`config.mk`:
```
export PLATFORM = sky130hd
export DESIGN_NAME = quadrature_decoder_wrap_counter_top
export DESIGN_NICKNAME = d
export VERILOG_FILES = /design/src/sv/qdwc_pkg.sv /design/src/sv/qdwc_phase.sv /design/src/sv/quadrature_decoder_wrap_counter_top.sv
export SDC_FILE = /design/constraint.sdc
export NUM_CORES = 1
export LEC_CHECK = 0
export BUFFER_PORTS_ARGS = -buffer_cell sky130_fd_sc_hd__buf_2
export CORE_MARGIN = 4
export CORE_UTILIZATION = 50
export DETAILED_ROUTE_END_ITERATION = 7
export PLACE_DENSITY = 0.69
export SLEW_MARGIN = 20
export SYNTH_ARGS = -nofsm -noshare
export SYNTH_HDL_FRONTEND = slang
export SYNTH_SLANG_ARGS = --single-unit
```
`constraint.sdc`:
```
create_clock -name clk -period 8.55 [get_ports clk]
set_clock_uncertainty 0.15 [all_clocks]
set_input_delay 0 -clock clk [delete_from_list [all_inputs] [get_ports clk]]
set_output_delay 0 -clock clk [all_outputs]
set_load 0.02 [all_outputs]
```
`src/sv/qdwc_pkg.sv`:
```
`timescale 1ns / 1ps

package qdwc_pkg;

  // Step event codes, as carried on the result word.
  localparam logic [1:0] EV_NONE = 2'd0;
  localparam logic [1:0] EV_CW   = 2'd1;
  localparam logic [1:0] EV_CCW  = 2'd2;

  // Configuration register indexes.
  localparam logic [1:0] CFG_HALF_STEP = 2'd0;
  localparam logic [1:0] CFG_MINIMUM   = 2'd1;
  localparam logic [1:0] CFG_MAXIMUM   = 2'd2;
  localparam logic [1:0] CFG_START     = 2'd3;

  localparam int PHASE_W = 3;
  localparam int CODE_W  = 2;

  // One table entry: the next phase and the event it reports.
  typedef struct packed {
    logic [1:0]         ev;
    logic [PHASE_W-1:0] phase;
  } tab_entry_t;

  // Full-step table: a step is reported only on the arrival at code 11.
  function automatic tab_entry_t full_step(input logic [PHASE_W-1:0] row,
                                           input logic [CODE_W-1:0]  code);
    tab_entry_t e;
    e = '{ev: EV_NONE, phase: 3'd0};
    case ({row, code})
      5'b000_01: e.phase = 3'd2;
      5'b000_10: e.phase = 3'd4;
      5'b001_00: e.phase = 3'd3;
      5'b001_10: e.phase = 3'd1;
      5'b001_11: e.ev    = EV_CW;
      5'b010_00: e.phase = 3'd3;
      5'b010_01: e.phase = 3'd2;
      5'b011_00: e.phase = 3'd3;
      5'b011_01: e.phase = 3'd2;
      5'b011_10: e.phase = 3'd1;
      5'b100_00: e.phase = 3'd6;
      5'b100_10: e.phase = 3'd4;
      5'b101_00: e.phase = 3'd6;
      5'b101_01: e.phase = 3'd5;
      5'b101_11: e.ev    = EV_CCW;
      5'b110_00: e.phase = 3'd6;
      5'b110_01: e.phase = 3'd5;
      5'b110_10: e.phase = 3'd4;
      default:   e = '{ev: EV_NONE, phase: 3'd0};
    endcase
    return e;
  endfunction

  // Half-step table: steps are reported at both code 00 and code 11.
  function automatic tab_entry_t half_row_lookup(input logic [PHASE_W-1:0] row,
                                                 input logic [CODE_W-1:0]  code);
    tab_entry_t e;
    e = '{ev: EV_NONE, phase: 3'd0};
    case ({row, code})
      5'b000_00: e.phase = 3'd3;
      5'b000_01: e.phase = 3'd2;
      5'b000_10: e.phase = 3'd1;
      5'b001_00: e = '{ev: EV_CCW, phase: 3'd3};
      5'b001_10: e.phase = 3'd1;
      5'b010_00: e = '{ev: EV_CW, phase: 3'd3};
      5'b010_01: e.phase = 3'd2;
      5'b011_00: e.phase = 3'd3;
      5'b011_01: e.phase = 3'd5;
      5'b011_10: e.phase = 3'd4;
      5'b100_00: e.phase = 3'd3;
      5'b100_01: e.phase = 3'd3;
      5'b100_10: e.phase = 3'd4;
      5'b100_11: e.ev    = EV_CW;
      5'b101_00: e.phase = 3'd3;
      5'b101_01: e.phase = 3'd5;
      5'b101_10: e.phase = 3'd3;
      5'b101_11: e.ev    = EV_CCW;
      default:   e = '{ev: EV_NONE, phase: 3'd0};
    endcase
    return e;
  endfunction

endpackage

```
`src/sv/qdwc_phase.sv`:
```
`timescale 1ns / 1ps

module qdwc_phase (
  input  logic                     clk,
  input  logic                     rst_n,
  input  logic                     advance,
  input  logic                     half_mode,
  input  logic [qdwc_pkg::CODE_W-1:0] code,
  output logic [1:0]               step_ev
);
  import qdwc_pkg::*;

  logic [PHASE_W-1:0] phase_r;
  logic [PHASE_W-1:0] phase_nxt;
  tab_entry_t         entry;

  // The current phase is used as a row of whichever table is selected now.
  always_comb begin
    entry     = half_mode ? half_row_lookup(phase_r, code) : full_step(phase_r, code);
    step_ev   = entry.ev;
    phase_nxt = advance ? entry.phase : phase_r;
  end

  always_ff @(posedge clk) begin
    if (!rst_n) begin
      phase_r <= '0;
    end else begin
      phase_r <= phase_nxt;
    end
  end

endmodule

```
`src/sv/quadrature_decoder_wrap_counter_top.sv`:
```
`timescale 1ns / 1ps

// Quadrature decoder with a wrapping signed position counter.
// A word accepted into the input register reaches the output via the result register.
// Throughput: one word per cycle; the input register and the result register
// each advance whenever the stage after them is empty or being drained.
// Reset (synchronous, active low) clears the phase, counter, mode and limits.
module quadrature_decoder_wrap_counter_top #(
  parameter int COUNT_WIDTH = 16
) (
  input  logic                          clk,
  input  logic                          rst_n,
  input  logic                          in_valid,
  output logic                          in_ready,
  input  logic                          in_pin_a_level,
  input  logic                          in_pin_b_level,
  output logic                          out_valid,
  input  logic                          out_ready,
  output logic signed [COUNT_WIDTH-1:0] out_position,
  output logic [1:0]                    out_step_event,
  input  logic                          cfg_valid,
  output logic                          cfg_ready,
  input  logic [1:0]                    cfg_index,
  input  logic [COUNT_WIDTH-1:0]        cfg_data
);
  import qdwc_pkg::*;

  // Configuration state.
  logic                          half_mode_r;
  logic signed [COUNT_WIDTH-1:0] min_r;
  logic signed [COUNT_WIDTH-1:0] max_r;

  // Input register.
  logic                  s1_valid_r;
  logic [CODE_W-1:0]     s1_code_r;

  // Position counter.
  logic signed [COUNT_WIDTH-1:0] count_r;
  logic signed [COUNT_WIDTH-1:0] count_nxt;

  // Result register.
  logic                          out_valid_r;
  logic signed [COUNT_WIDTH-1:0] out_position_r;
  logic [1:0]                    out_event_r;

  logic                          out_free;
  logic                          s1_adv;
  logic                          cfg_wr;
  logic [1:0]                    step_ev;
  logic signed [COUNT_WIDTH:0]   count_ext;
  logic signed [COUNT_WIDTH:0]   min_ext;
  logic signed [COUNT_WIDTH:0]   max_ext;
  logic signed [COUNT_WIDTH:0]   stepped;
  logic signed [COUNT_WIDTH:0]   wrapped;

  assign cfg_ready = 1'b1;
  assign cfg_wr    = cfg_valid && cfg_ready;

  assign out_free  = !out_valid_r || out_ready;
  assign s1_adv    = s1_valid_r && out_free;
  assign in_ready  = !s1_valid_r || out_free;

  assign out_valid      = out_valid_r;
  assign out_position   = out_position_r;
  assign out_step_event = out_event_r;

  qdwc_phase u_phase (
    .clk       (clk),
    .rst_n     (rst_n),
    .advance   (s1_adv),
    .half_mode (half_mode_r),
    .code      (s1_code_r),
    .step_ev   (step_ev)
  );

  // Step and wrap, one bit wider than the counter so nothing overflows.
  always_comb begin
    count_ext = {count_r[COUNT_WIDTH-1], count_r};
    min_ext   = {min_r[COUNT_WIDTH-1], min_r};
    max_ext   = {max_r[COUNT_WIDTH-1], max_r};
    stepped   = (step_ev == EV_CW) ? count_ext + (COUNT_WIDTH+1)'(1)
                                   : count_ext - (COUNT_WIDTH+1)'(1);
    if (stepped > max_ext) begin
      wrapped = min_ext;
    end else if (stepped < min_ext) begin
      wrapped = max_ext;
    end else begin
      wrapped = stepped;
    end
    count_nxt = count_r;
    if (cfg_wr && cfg_index == CFG_START) begin
      count_nxt = cfg_data;
    end else if (s1_adv && step_ev != EV_NONE) begin
      count_nxt = wrapped[COUNT_WIDTH-1:0];
    end
  end

  // Control registers and configuration.
  always_ff @(posedge clk) begin
    if (!rst_n) begin
      half_mode_r <= 1'b0;
      min_r       <= '0;
      max_r       <= '0;
      count_r     <= '0;
      s1_valid_r  <= 1'b0;
      out_valid_r <= 1'b0;
    end else begin
      count_r <= count_nxt;
      if (cfg_wr) begin
        case (cfg_index)
          CFG_HALF_STEP: half_mode_r <= cfg_data[0];
          CFG_MINIMUM:   min_r       <= cfg_data;
          CFG_MAXIMUM:   max_r       <= cfg_data;
          default:       ;
        endcase
      end
      if (in_ready) begin
        s1_valid_r <= in_valid;
      end
      if (out_free) begin
        out_valid_r <= s1_valid_r;
      end
    end
  end

  // Payload registers; active-high code is {B, A}.
  always_ff @(posedge clk) begin
    if (in_valid && in_ready) begin
      s1_code_r <= {~in_pin_b_level, ~in_pin_a_level};
    end
    if (s1_adv) begin
      out_position_r <= count_nxt;
      out_event_r    <= step_ev;
    end
  end

endmodule
```
==> results of run 1 <==
-- final cells by class --
class / count / area [um2]
fill: 884 / 4010
inverter: 47 / 176
sequential: 74 / 1680
tap: 133 / 166
multi-input combinational: 459 / 3050
clock inverter: 4 / 43.8
timing repair buffer: 74 / 510
clock buffer: 12 / 135
-- stage by stage --
step           setup WS [ns]  cell area (um2)  instances  hold slack (ns)  power, W
6_report                2.33             5770        803            0.283   0.00105
5_1_grt                 1.82             5770        803            0.301   0.00113
4_1_cts                 2.34             5770        803            0.258   0.00106
3_5_place_dp            2.38             5330        761           0.0760  0.000785
3_3_place_gp            2.53             5330        761           0.0718  0.000779
2_1_floorplan           3.48             5040        609          -0.0326  0.000692
-- placed cells by master (no fill, tap or decap), types with 7 or more instances in the layout --
cell and instances:
mux2i_1 15, ha_1 48, o21ai_0 19, xnor2_1 7, a211oi_1 10, edfxtp_1 20, buf_2 44, nand2_1 95
nand3_1 8, a21oi_1 68, nand4_1 7, nor2_1 38, nor2b_1 7, and2_1 8, clkbuf_8 9, dlygate4sd3_1 26
dfxtp_1 54, inv_1 47, and3_1 14
-- registers in the layout (all words and copies together) (netlist names) --
register	flops
count_r	16
out_valid	1
out_step_event	2
out_position	16
min_r	16
u_phase.phase_r	3
max_r	16
half_mode_r	1
s1_valid_r	1
s1_code_r	2
-- final timing paths --
kind	cells past startpoint	startpoint	to	slack, ns
worst max-delay path	17	s1_code_r[0]$_DFFE_PP_	count_r[7]$_SDFF_PN0_	2.33
worst max register to register	17	s1_code_r[0]$_DFFE_PP_	count_r[7]$_SDFF_PN0_	2.33
worst min register to register	2	min_r[1]$_SDFFE_PN0P_	min_r[1]$_SDFFE_PN0P_	0.31
worst min-delay path	3	in_pin_a_level	s1_code_r[0]$_DFFE_PP_	0.28
-- power groups by stage --
stage               logic [W]  clock network [W]  registers (W)
finish               0.000401           0.000261       0.000391
global route         0.000457           0.000278       0.000393
CTS                  0.000399           0.000266       0.000390
detailed placement   0.000387                  0       0.000398
global placement     0.000381                  0       0.000398
floorplan            0.000295                  0       0.000398
-- cell families (layout without fill, tap and decap cells) --
family | Yosys count | count (layout)
flip-flops | 74 | 74
AO/OA/AOI/OAI | 172 | 172
buffers and inverters | 76 | 137
multiplexers | 16 | 16
other | 1 | 1
AND/OR/NAND/NOR | 209 | 209
XOR/XNOR | 12 | 12
adder cells (fa/ha/maj) | 49 | 49
-- layer usage --
layer	GRT usage, %	up-vias
met4	10.0	0
met2	41.2	134
li1	-	2306
met5	0	-
met1	31.4	2159
met3	4.30	29
-- worst reg2reg max path, cell delays in order, from the launching register on --
cell,delay [ns]
edfxtp_1,0.62
nand2_1,0.09
or4_1,0.49
and2_1,0.42
ha_1,0.49
and4_1,0.22
a211o_1,0.33
o211ai_1,0.23
a21oi_1,0.09
or3b_2,0.49
ha_1,0.31
o21ai_0,0.16
o21a_1,0.14
o21ai_0,0.08
o211ai_1,0.76
nand2b_1,0.55
o221ai_1,0.26
a211oi_1,0.26
==> run summary, run 1 <==
Diode count - 0
CTS tree - yes
Met3 WL - 694 um
Area Overhead vs Synth - 14.4%
Peak supply drop - 0.0824 mV
Commonest cells in the synthesized netlist - nand2_1 (95), a21oi_1 (68), dfxtp_1 (54), ha_1 (48), inv_1 (47)
Part of the Yosys area used for sequential elements - 33.4%
Largest net degree at the start of global routing - 48
Gr ovfl total - 0
Most area-consuming cells after synthesis - dfxtp_1 (21%), edfxtp_1 (12%), ha_1 (12%), nand2_1 (7.1%), a21oi_1 (6.8%)
Core ar. - 0.00977 mm2
WL met2 - 6380 um
DIE AREA - 0.0118 mm2
Vias in the first global route - 4,549
Layout Utilization - 59.0%
Vias - 4,628
Syn Nets - 683
Final ANT Viol Nets - 0
Final Hold Vio Count - 0
Cts repair resizes - 0
Sink Count - 74
Number of detailed-routing iterations run before antenna repair - 4
Pwr/cell area - 182 mW/mm2
Initial core utilization - 51.6%
EDFF count, synth - 20
Worst Hold Class - input pin to flop
NumNets Final - 739
Clk pwr share - 24.8%
Die Wd - 108 um
Async SR Flop Fraction - 0%
Clock latency on the worst-skew pair - 0.36 ns
Max-Cap Viols - 0
Post-synthesis cell count - 609
Final wirelength - 13,500 um
Switching share of power - 35.8%
Slew at the pin closest to its max-slew limit - 0.931 ns
Count leader, synth - nand2_1
WL/cell - 16.8 um
Power Internal - 0.000675 W
Comb pwr share - 38.1%
Cts bufs inserted - 9
Synth Area in Compound Gates - 23.1%
Num rows - 36
Final min period - 6.22 ns
CP Class - flop to flop
Post-synthesis xor/xnor area fraction - 2.08%
DP HPWL - 9770 um
Final setup viols - 0
Crit path launch type - flop
Vias/cell - 5.76
Max Freq - 161 MHz
Max FO, Critical Path - 17
WL met1 - 6100 um
Syn Std Cell Area - 0.00504 mm2
DR top layer - met4
Synth area leader - dfxtp_1
Status - complete, no violations
Post-synthesis mux area share - 3.20%
Share of cells above drive strength 1 - 11.6%
Crit path max-delay cell type - o211ai_1
Chip Height - 108 um
Critical Path AT - 6.34 ns
Leakage power - 2.37 nW
Max-Slew Margin vs Limit - 37.6%
Root buffer cell - clkbuf_8
Adder-cell area share of the yosys netlist - 12.3%
Switch Pwr - 0.000377 W
Setup Total Neg Slack - 0 ns
Setup Buffers After CTS - 0
Max Slew Vio Count - 0
Register bit total from synthesis - 74
Synth unique cells - 71
H-Tree Depth - 3
Total GRT Usage - 24.6%
Main combinational cell family by area after synthesis - compound AO/OA/AOI/OAI gates
Worst path max stage delay - 0.76 ns
Clk slew on worst S/H paths - 0.07 ns
Initial antenna violation count - 0
GPL Wtd Cong - 0.924
CP delay by family, top - compound AO/OA/AOI/OAI gates
Yosys Warn Count - 0
CTS Buffer Depth - 2
Reg power frac - 37.1%
Crit share post-route - 72.7%
Post-CTS Hold Buffers - 26
Crit. End Element - flop
IO Port Bufs - 44
Avg Inst Size Synth - 8.28 um2
Main flop type after synthesis - dfxtp_1
Share of the synthesized area in the top cell type - 21.4%
Critical path data required time - 8.67 ns
RSZ-0062 raised after global routing - no
Initial DRC count - 240
Io pins - 46
First-pass GRT wire length - 22,500 um
DRC - 0
Simple-gate area share of the yosys netlist - 19.7%
Buf/Inv on CP - 0
Worst path cell trace - nand2_1 -> or4_1 -> and2_1 -> ha_1 -> and4_1 -> a211o_1 -> o211ai_1 -> a21oi_1 -> or3b_2 -> ha_1 -> o21ai_0 -> o21a_1 -> o21ai_0 -> o211ai_1 -> nand2b_1 -> o221ai_1 -> a211oi_1
(Power assumes the default switching activity.)
==> run 2, diff against run 1 <==
==> constraint.sdc (replaced) <==
create_clock -name clk -period 6.1 [get_ports clk]
set_clock_uncertainty 0.15 [all_clocks]
set_input_delay 0 -clock clk [delete_from_list [all_inputs] [get_ports clk]]
set_output_delay 0 -clock clk [all_outputs]
set_load 0.02 [all_outputs]
==> run 2 against run 1 <==
  * Wire length increased by 2.9%
  * Register-to-register slack got worse by 2.1 ns
  * Non-clock buffer count increased by 7
  * Worst hold slack got worse by 0.012 ns
  * Sequential cell count unchanged
  * Final area increased by 1.6%
  * Sequential share of layout area decreased by 0.46 points
  * Sequential power increased by 39%
  * Die area unchanged
  * Via count increased by 1.1%
==> run summary, run 2 (synthesis gave the netlist of run 1 again) <==
CTS tree - yes
Buf/Inv on CP - 2 (+2)
Crit path launch type - flop
Leakage power - 2.42 nW (+2.2%)
Clk slew on worst S/H paths - 0.08 ns (about the same)
H-Tree Depth - 3 (unchanged)
Die Wd - 108 um (unchanged)
Crit. End Element - flop
Slew at the pin closest to its max-slew limit - 1.13 ns (+0.197 ns)
CP Class - flop to flop
Diode count - 0 (unchanged)
Max-Slew Margin vs Limit - 24.8% (-13 points)
Clock latency on the worst-skew pair - 0.36 ns (about the same)
Post-Place Worst Slack - 0.132 ns (-2.25 ns)
Final min period - 5.84 ns (-0.373 ns)
Commonest non-fill, non-tap cell in the layout - nand2_1
Final setup viols - 0 (unchanged)
Pwr/cell area - 263 mW/mm2 (+44%)
Share of cells above drive strength 1 - 13.0% (+1.4 points)
Total GRT Usage - 24.8% (+0.15 points)
Worst path cell trace - nand2b_1 -> or4_1 -> and2_2 -> ha_1 -> and4_1 -> a211o_1 -> o211ai_1 -> a21oi_1 -> or3b_2 -> ha_1 -> o21ai_0 -> o21a_1 -> o21ai_0 -> o211ai_1 -> buf_4 -> and2_1 -> buf_4 -> a211oi_1 -> a21oi_1
Setup Total Neg Slack - 0 ns (unchanged)
Final Hold Vio Count - 0 (unchanged)
Comb pwr share - 37.6% (-0.5 points)
IO Port Bufs - 44 (unchanged)
Sink Count - 74 (unchanged)
Final wirelength - 13,900 um (+2.9%)
Number of detailed-routing iterations run before antenna repair - 7 (+3)
DRC - 0 (unchanged)
Crit path max-delay cell type - dfxtp_1
Largest net degree at the start of global routing - 29 (-40%)
Initial antenna violation count - 0 (unchanged)
First-pass GRT wire length - 22,500 um (+0.24%)
DP HPWL - 10,100 um (+3.3%)
Crit share post-route - 95.8% (+23 points)
Reg area - 0.00168 mm2 (unchanged)
WL/cell - 17.1 um (+2.0%)
Switch Pwr - 0.000538 W (+43%)
Initial core utilization - 51.6% (unchanged)
Gr ovfl total - 0 (unchanged)
Status - complete, no violations
Initial DRC count - 347 (+45%)
Power Internal - 0.00100 W (+49%)
CP delay by family, top - simple AND/OR/NAND/NOR gates
Leading cell types in the layout, fill and taps excluded - nand2_1 (95), a21oi_1 (68), dfxtp_1 (54)
Final ANT Viol Nets - 0 (unchanged)
Fillcell total - 895 (+1.2%)
Num rows - 36 (unchanged)
Chip Height - 108 um (unchanged)
Worst Hold Class - input pin to flop
Core ar. - 0.00977 mm2 (unchanged)
Critical path data required time - 6.04 ns (-2.63 ns)
Peak supply drop - 0.128 mV (+55%)
Root buffer cell - clkbuf_8
Reg power frac - 35.4% (-1.7 points)
Io pins - 46 (unchanged)
Max Freq - 171 MHz (+6.4%)
Clk pwr share - 27.1% (+2.3 points)
Vias/cell - 5.78 (+0.27%)
Worst setup margin - 0.256 ns (-2.08 ns)
Max-Cap Viols - 0 (unchanged)
Area Overhead vs Synth - 16.2%
Critical Path AT - 5.78 ns (-0.56 ns)
Switching share of power - 34.9% (-0.94 points)
GPL Wtd Cong - 0.938 (+1.5%)
Vias in the first global route - 4,542 (-0.15%)
Max FO, Critical Path - 17 (unchanged)
Vias - 4,681 (+1.1%)
Max Slew Vio Count - 0 (unchanged)
Multi-input gate area - 0.00306 mm2 (about the same)
CTS Buffer Depth - 2 (unchanged)
Cts bufs inserted - 9 (unchanged)
DIE AREA - 0.0118 mm2 (unchanged)
Total Power - 0.00154 W (+47%)
NumNets Final - 746 (+0.95%)
Worst path max stage delay - 0.60 ns (-0.16 ns)
RSZ-0062 raised after global routing - no
==> run 2: cell types whose count changed in the layout (fill, tap and decap cells not counted) <==
cell	delta
a311o_1	+1
a311o_2	-1
and2_1	-1
and2_2	+1
buf_4	+7
clkbuf_1	-1
clkbuf_8	+4
clkinv_1	-1
clkinv_2	-2
nor2_1	-1
nor2_2	+1
==> run 2: timing repair <==
action | CTS | global route
hold buffers | 26 | 0
buffers inserted | 0 | 2
endpoints found under the hold margin | 70 | 0
endpoints found under the setup margin | 0 | 23
resized for setup | 0 | 1
==> run 2: metrics by stage <==
stage	hold slack (ns)	util (%)	std cells	instance area (um2)
2_1_floorplan	-0.0326	-	609	5040
5_1_grt	0.296	59.9	810	5860
3_5_place_dp	0.0702	54.9	766	5370
6_report	0.271	59.9	810	5860
3_3_place_gp	0.0673	54.9	766	5370
4_1_cts	0.258	59.8	808	5840
==> run 2: layer usage <==
metal,vias to the layer above,share of wire [%],GRT usage (%)
li1,2312,-,-
met1,2205,44,32.0
met3,11,6.6,5.01
met4,0,0.93,6.76
met2,153,48,42.1
met5,-,0,0
==> run 2: cell type report <==
cell class              instances  area share, %
clock inverters                 1          0.512
flip-flops and latches         74           28.7
well taps                     133           2.84
inverters                      47           3.01
multi-input cells             459           52.1
repair buffers                 81           9.61
clock buffers                  15           3.18
==> run 2: path summary, 6_finish.rpt <==
kind | from | to | slack, ns | depth (start not counted)
worst max-delay path | u_phase.phase_r[0]$_SDFFE_PN0P_ | out_position[11]$_DFFE_PP_ | 0.26 | 19
worst min-delay path | in_pin_a_level | s1_code_r[0]$_DFFE_PP_ | 0.27 | 3
worst max register to register | u_phase.phase_r[0]$_SDFFE_PN0P_ | out_position[11]$_DFFE_PP_ | 0.26 | 19
worst min register to register | min_r[14]$_SDFFE_PN0P_ | min_r[14]$_SDFFE_PN0P_ | 0.31 | 2
==> run 2: power groups by stage <==
stage	logic, W	clock network [W]	registers (W)
6_report	0.000579	0.000417	0.000545
3_5_place_dp	0.000558	0	0.000556
5_1_grt	0.000645	0.000446	0.000548
2_1_floorplan	0.000413	0	0.000557
3_3_place_gp	0.000543	0	0.000556
4_1_cts	0.000573	0.000424	0.000545
==> run 2: worst reg2reg max path: stages, from the launching register on <==
cell and delay [ns]:
dfxtp_1 0.60, nand2b_1 0.13, or4_1 0.44, and2_2 0.35, ha_1 0.43, and4_1 0.23, a211o_1 0.35, o211ai_1 0.26
a21oi_1 0.11, or3b_2 0.52, ha_1 0.32, o21ai_0 0.08, o21a_1 0.18, o21ai_0 0.17, o211ai_1 0.19, buf_4 0.23
and2_1 0.16, buf_4 0.19, a211oi_1 0.41, a21oi_1 0.08
==> run 3, diff against run 2 <==
--- a/config.mk
+++ b/config.mk
@@ -5,9 +5,11 @@
 export SDC_FILE = /design/constraint.sdc
 export NUM_CORES = 1
 export LEC_CHECK = 0
+export ABC_CLOCK_PERIOD_IN_PS = 6100
 export BUFFER_PORTS_ARGS = -buffer_cell sky130_fd_sc_hd__buf_2
 export CORE_MARGIN = 4
 export CORE_UTILIZATION = 50
+export CTS_BUF_LIST = sky130_fd_sc_hd__clkbuf_8
 export DETAILED_ROUTE_END_ITERATION = 7
 export PLACE_DENSITY = 0.69
 export SLEW_MARGIN = 20
==> run 3 against run 2 <==
  * Core utilization did not move
  * Non-clock buffer count unchanged
  * Via count shrank 0.19%
  * Largest cell class unchanged
==> run summary, run 3 (synthesis gave the netlist of run 1 again) <==
NumNets Final - 746 (unchanged)
Crit share post-route - 95.5% (-0.31 points)
RR Endpoint - out_position[11]$_DFFE_PP_
DIE AREA - 0.0118 mm2 (unchanged)
Met1 GRT Util - 32.0% (unchanged)
Worst Hold Class - input pin to flop
Num rows - 36 (unchanged)
Vias in the first global route - 4,542 (unchanged)
Met3 global-route usage - 5.01% (unchanged)
WL/cell - 17.1 um (about the same)
Reg-to-Reg Start - u_phase.phase_r[0]$_SDFFE_PN0P_
Cts bufs inserted - 9 (unchanged)
Status - complete, no violations
Setup slack, reg-to-reg - 0.27 ns (+0.02 ns)
Peak supply drop - 0.128 mV (-0.23%)
Leading cell types in the layout, fill and taps excluded - nand2_1 (95), a21oi_1 (68), dfxtp_1 (54)
Hold Crit Depth - 3 (unchanged)
Sink Count - 74 (unchanged)
Clk slew on worst S/H paths - 0.08 ns (about the same)
R2R cell count - 19 (unchanged)
First-pass GRT wire length - 22,500 um (unchanged)
Share of cells above drive strength 1 - 13.0% (unchanged)
Setup Total Neg Slack - 0 ns (unchanged)
Number of detailed-routing iterations run before antenna repair - 7 (unchanged)
IO Port Bufs - 44 (unchanged)
Final min period - 5.83 ns (-0.0191 ns)
Area Overhead vs Synth - 16.2% (unchanged)
CTS tree - yes
Initial DRC count - 347 (unchanged)
Die Wd - 108 um (unchanged)
Diode count - 0 (unchanged)
CTS Buffer Depth - 2 (unchanged)
Total GRT Usage - 24.8% (unchanged)
Max-Slew Margin vs Limit - 24.0% (-0.75 points)
Final wirelength - 13,900 um (about the same)
CP Class - flop to flop
Root buffer cell - clkbuf_8
Hold EP - s1_code_r[0]$_DFFE_PP_
Slew at the pin closest to its max-slew limit - 1.14 ns (+0.0112 ns)
Gr ovfl total - 0 (unchanged)
Vias - 4,672 (-0.19%)
Final ANT Viol Nets - 0 (unchanged)
Io pins - 46 (unchanged)
Chip Height - 108 um (unchanged)
Max Slew Vio Count - 0 (unchanged)
Initial antenna violation count - 0 (unchanged)
Total Power - 0.00154 W (-0.22%)
DP HPWL - 10,100 um (unchanged)
Clock latency on the worst-skew pair - 0.36 ns (about the same)
Final setup viols - 0 (unchanged)
M2 GR Usage - 42.1% (unchanged)
RSZ-0062 raised after global routing - no
Largest net degree at the start of global routing - 29 (unchanged)
Pwr/cell area - 262 mW/mm2 (-0.22%)
Busiest grt layer - met2
GPL Wtd Cong - 0.938 (unchanged)
Min-delay src - in_pin_a_level
Leakage power - 2.43 nW (+0.34%)
Critical path data required time - 6.04 ns (about the same)
Max-Cap Viols - 0 (unchanged)
Crit. End Element - flop
Max FO, Critical Path - 17 (unchanged)
Commonest non-fill, non-tap cell in the layout - nand2_1
Initial core utilization - 51.6% (unchanged)
H-Tree Depth - 3 (unchanged)
Critical Path AT - 5.77 ns (about the same)
DRC - 0 (unchanged)
Max Freq - 172 MHz (+0.33%)
Core ar. - 0.00977 mm2 (unchanged)
Vias/cell - 5.77 (-0.19%)
Final Hold Vio Count - 0 (unchanged)
Crit path launch type - flop
[run 3: cell types whose count changed in the layout (fill, tap and decap cells not counted)]
cell,delta
clkbuf_1,-2
inv_1,+2
[run 3: worst max-delay path, cell delays in order, from the launching register on]
cell,delay (ns)
dfxtp_1,0.60
nand2b_1,0.13
or4_1,0.44
and2_2,0.35
ha_1,0.42
and4_1,0.23
a211o_1,0.35
o211ai_1,0.25
a21oi_1,0.11
or3b_2,0.52
ha_1,0.32
o21ai_0,0.08
o21a_1,0.18
o21ai_0,0.16
o211ai_1,0.19
buf_4,0.23
and2_1,0.16
buf_4,0.19
a211oi_1,0.39
a21oi_1,0.08
[run 3: cell type report]
cell class                      count  area (um2)
Multi-Input combinational cell    459        3060
Clock buffer                       13         179
Sequential cell                    74        1680
Clock inverter                      3        37.5
Fill cell                         895        3920
Timing Repair Buffer               81         563
Tap cell                          133         166
Inverter                           47         176
[run 3: power breakdown]
group | internal [W] | leakage [nW] | total, W | switching [W]
clock network | 0.000231 | 0.118 | 0.000414 | 0.000182
logic | 0.000241 | 1.68 | 0.000579 | 0.000338
registers | 0.000528 | 0.633 | 0.000545 | 0.0000173
[run 3: how the worst max path moves through the flow]
stage                                          from                         end  slack (ns)  depth (start not counted)
floorplan                    s1_code_r[0]$_DFFE_PP_  out_position[12]$_DFFE_PP_        1.03                         19
global placement             s1_code_r[0]$_DFFE_PP_  out_position[11]$_DFFE_PP_        0.28                         19
detailed placement           s1_code_r[0]$_DFFE_PP_  out_position[11]$_DFFE_PP_        0.13                         19
CTS                          s1_code_r[0]$_DFFE_PP_  out_position[11]$_DFFE_PP_        0.13                         19
global route        u_phase.phase_r[0]$_SDFFE_PN0P_       count_r[9]$_SDFF_PN0_        0.03                         19
finish              u_phase.phase_r[0]$_SDFFE_PN0P_  out_position[11]$_DFFE_PP_        0.27                         19
[run 3: repair_timing]
item | CTS | global route
hold buffers | 26 | 0
endpoints found under the hold margin | 70 | 0
resized for setup | 0 | 1
setup buffers | 0 | 2
endpoints found under the setup margin | 0 | 23
[run 3: routing by layer]
metal  vias up  share of wire, %
met5         -                 0
met4         0              0.93
met1      2195                44
li1       2313                 -
met3        11               6.8
met2       153                48
[run 3: metrics by stage]
| step | std cells | util, % | cell area, um2 | setup WS [ns] | hold slack, ns |
|---|---|---|---|---|---|
| floorplan | 609 | - | 5040 | 1.03 | -0.0326 |
| global placement | 766 | 54.9 | 5370 | 0.277 | 0.0673 |
| detailed placement | 766 | 54.9 | 5370 | 0.132 | 0.0702 |
| CTS | 808 | 59.8 | 5840 | 0.131 | 0.258 |
| global route | 810 | 59.9 | 5860 | 0.0335 | 0.296 |
| finish | 810 | 59.9 | 5860 | 0.275 | 0.271 |
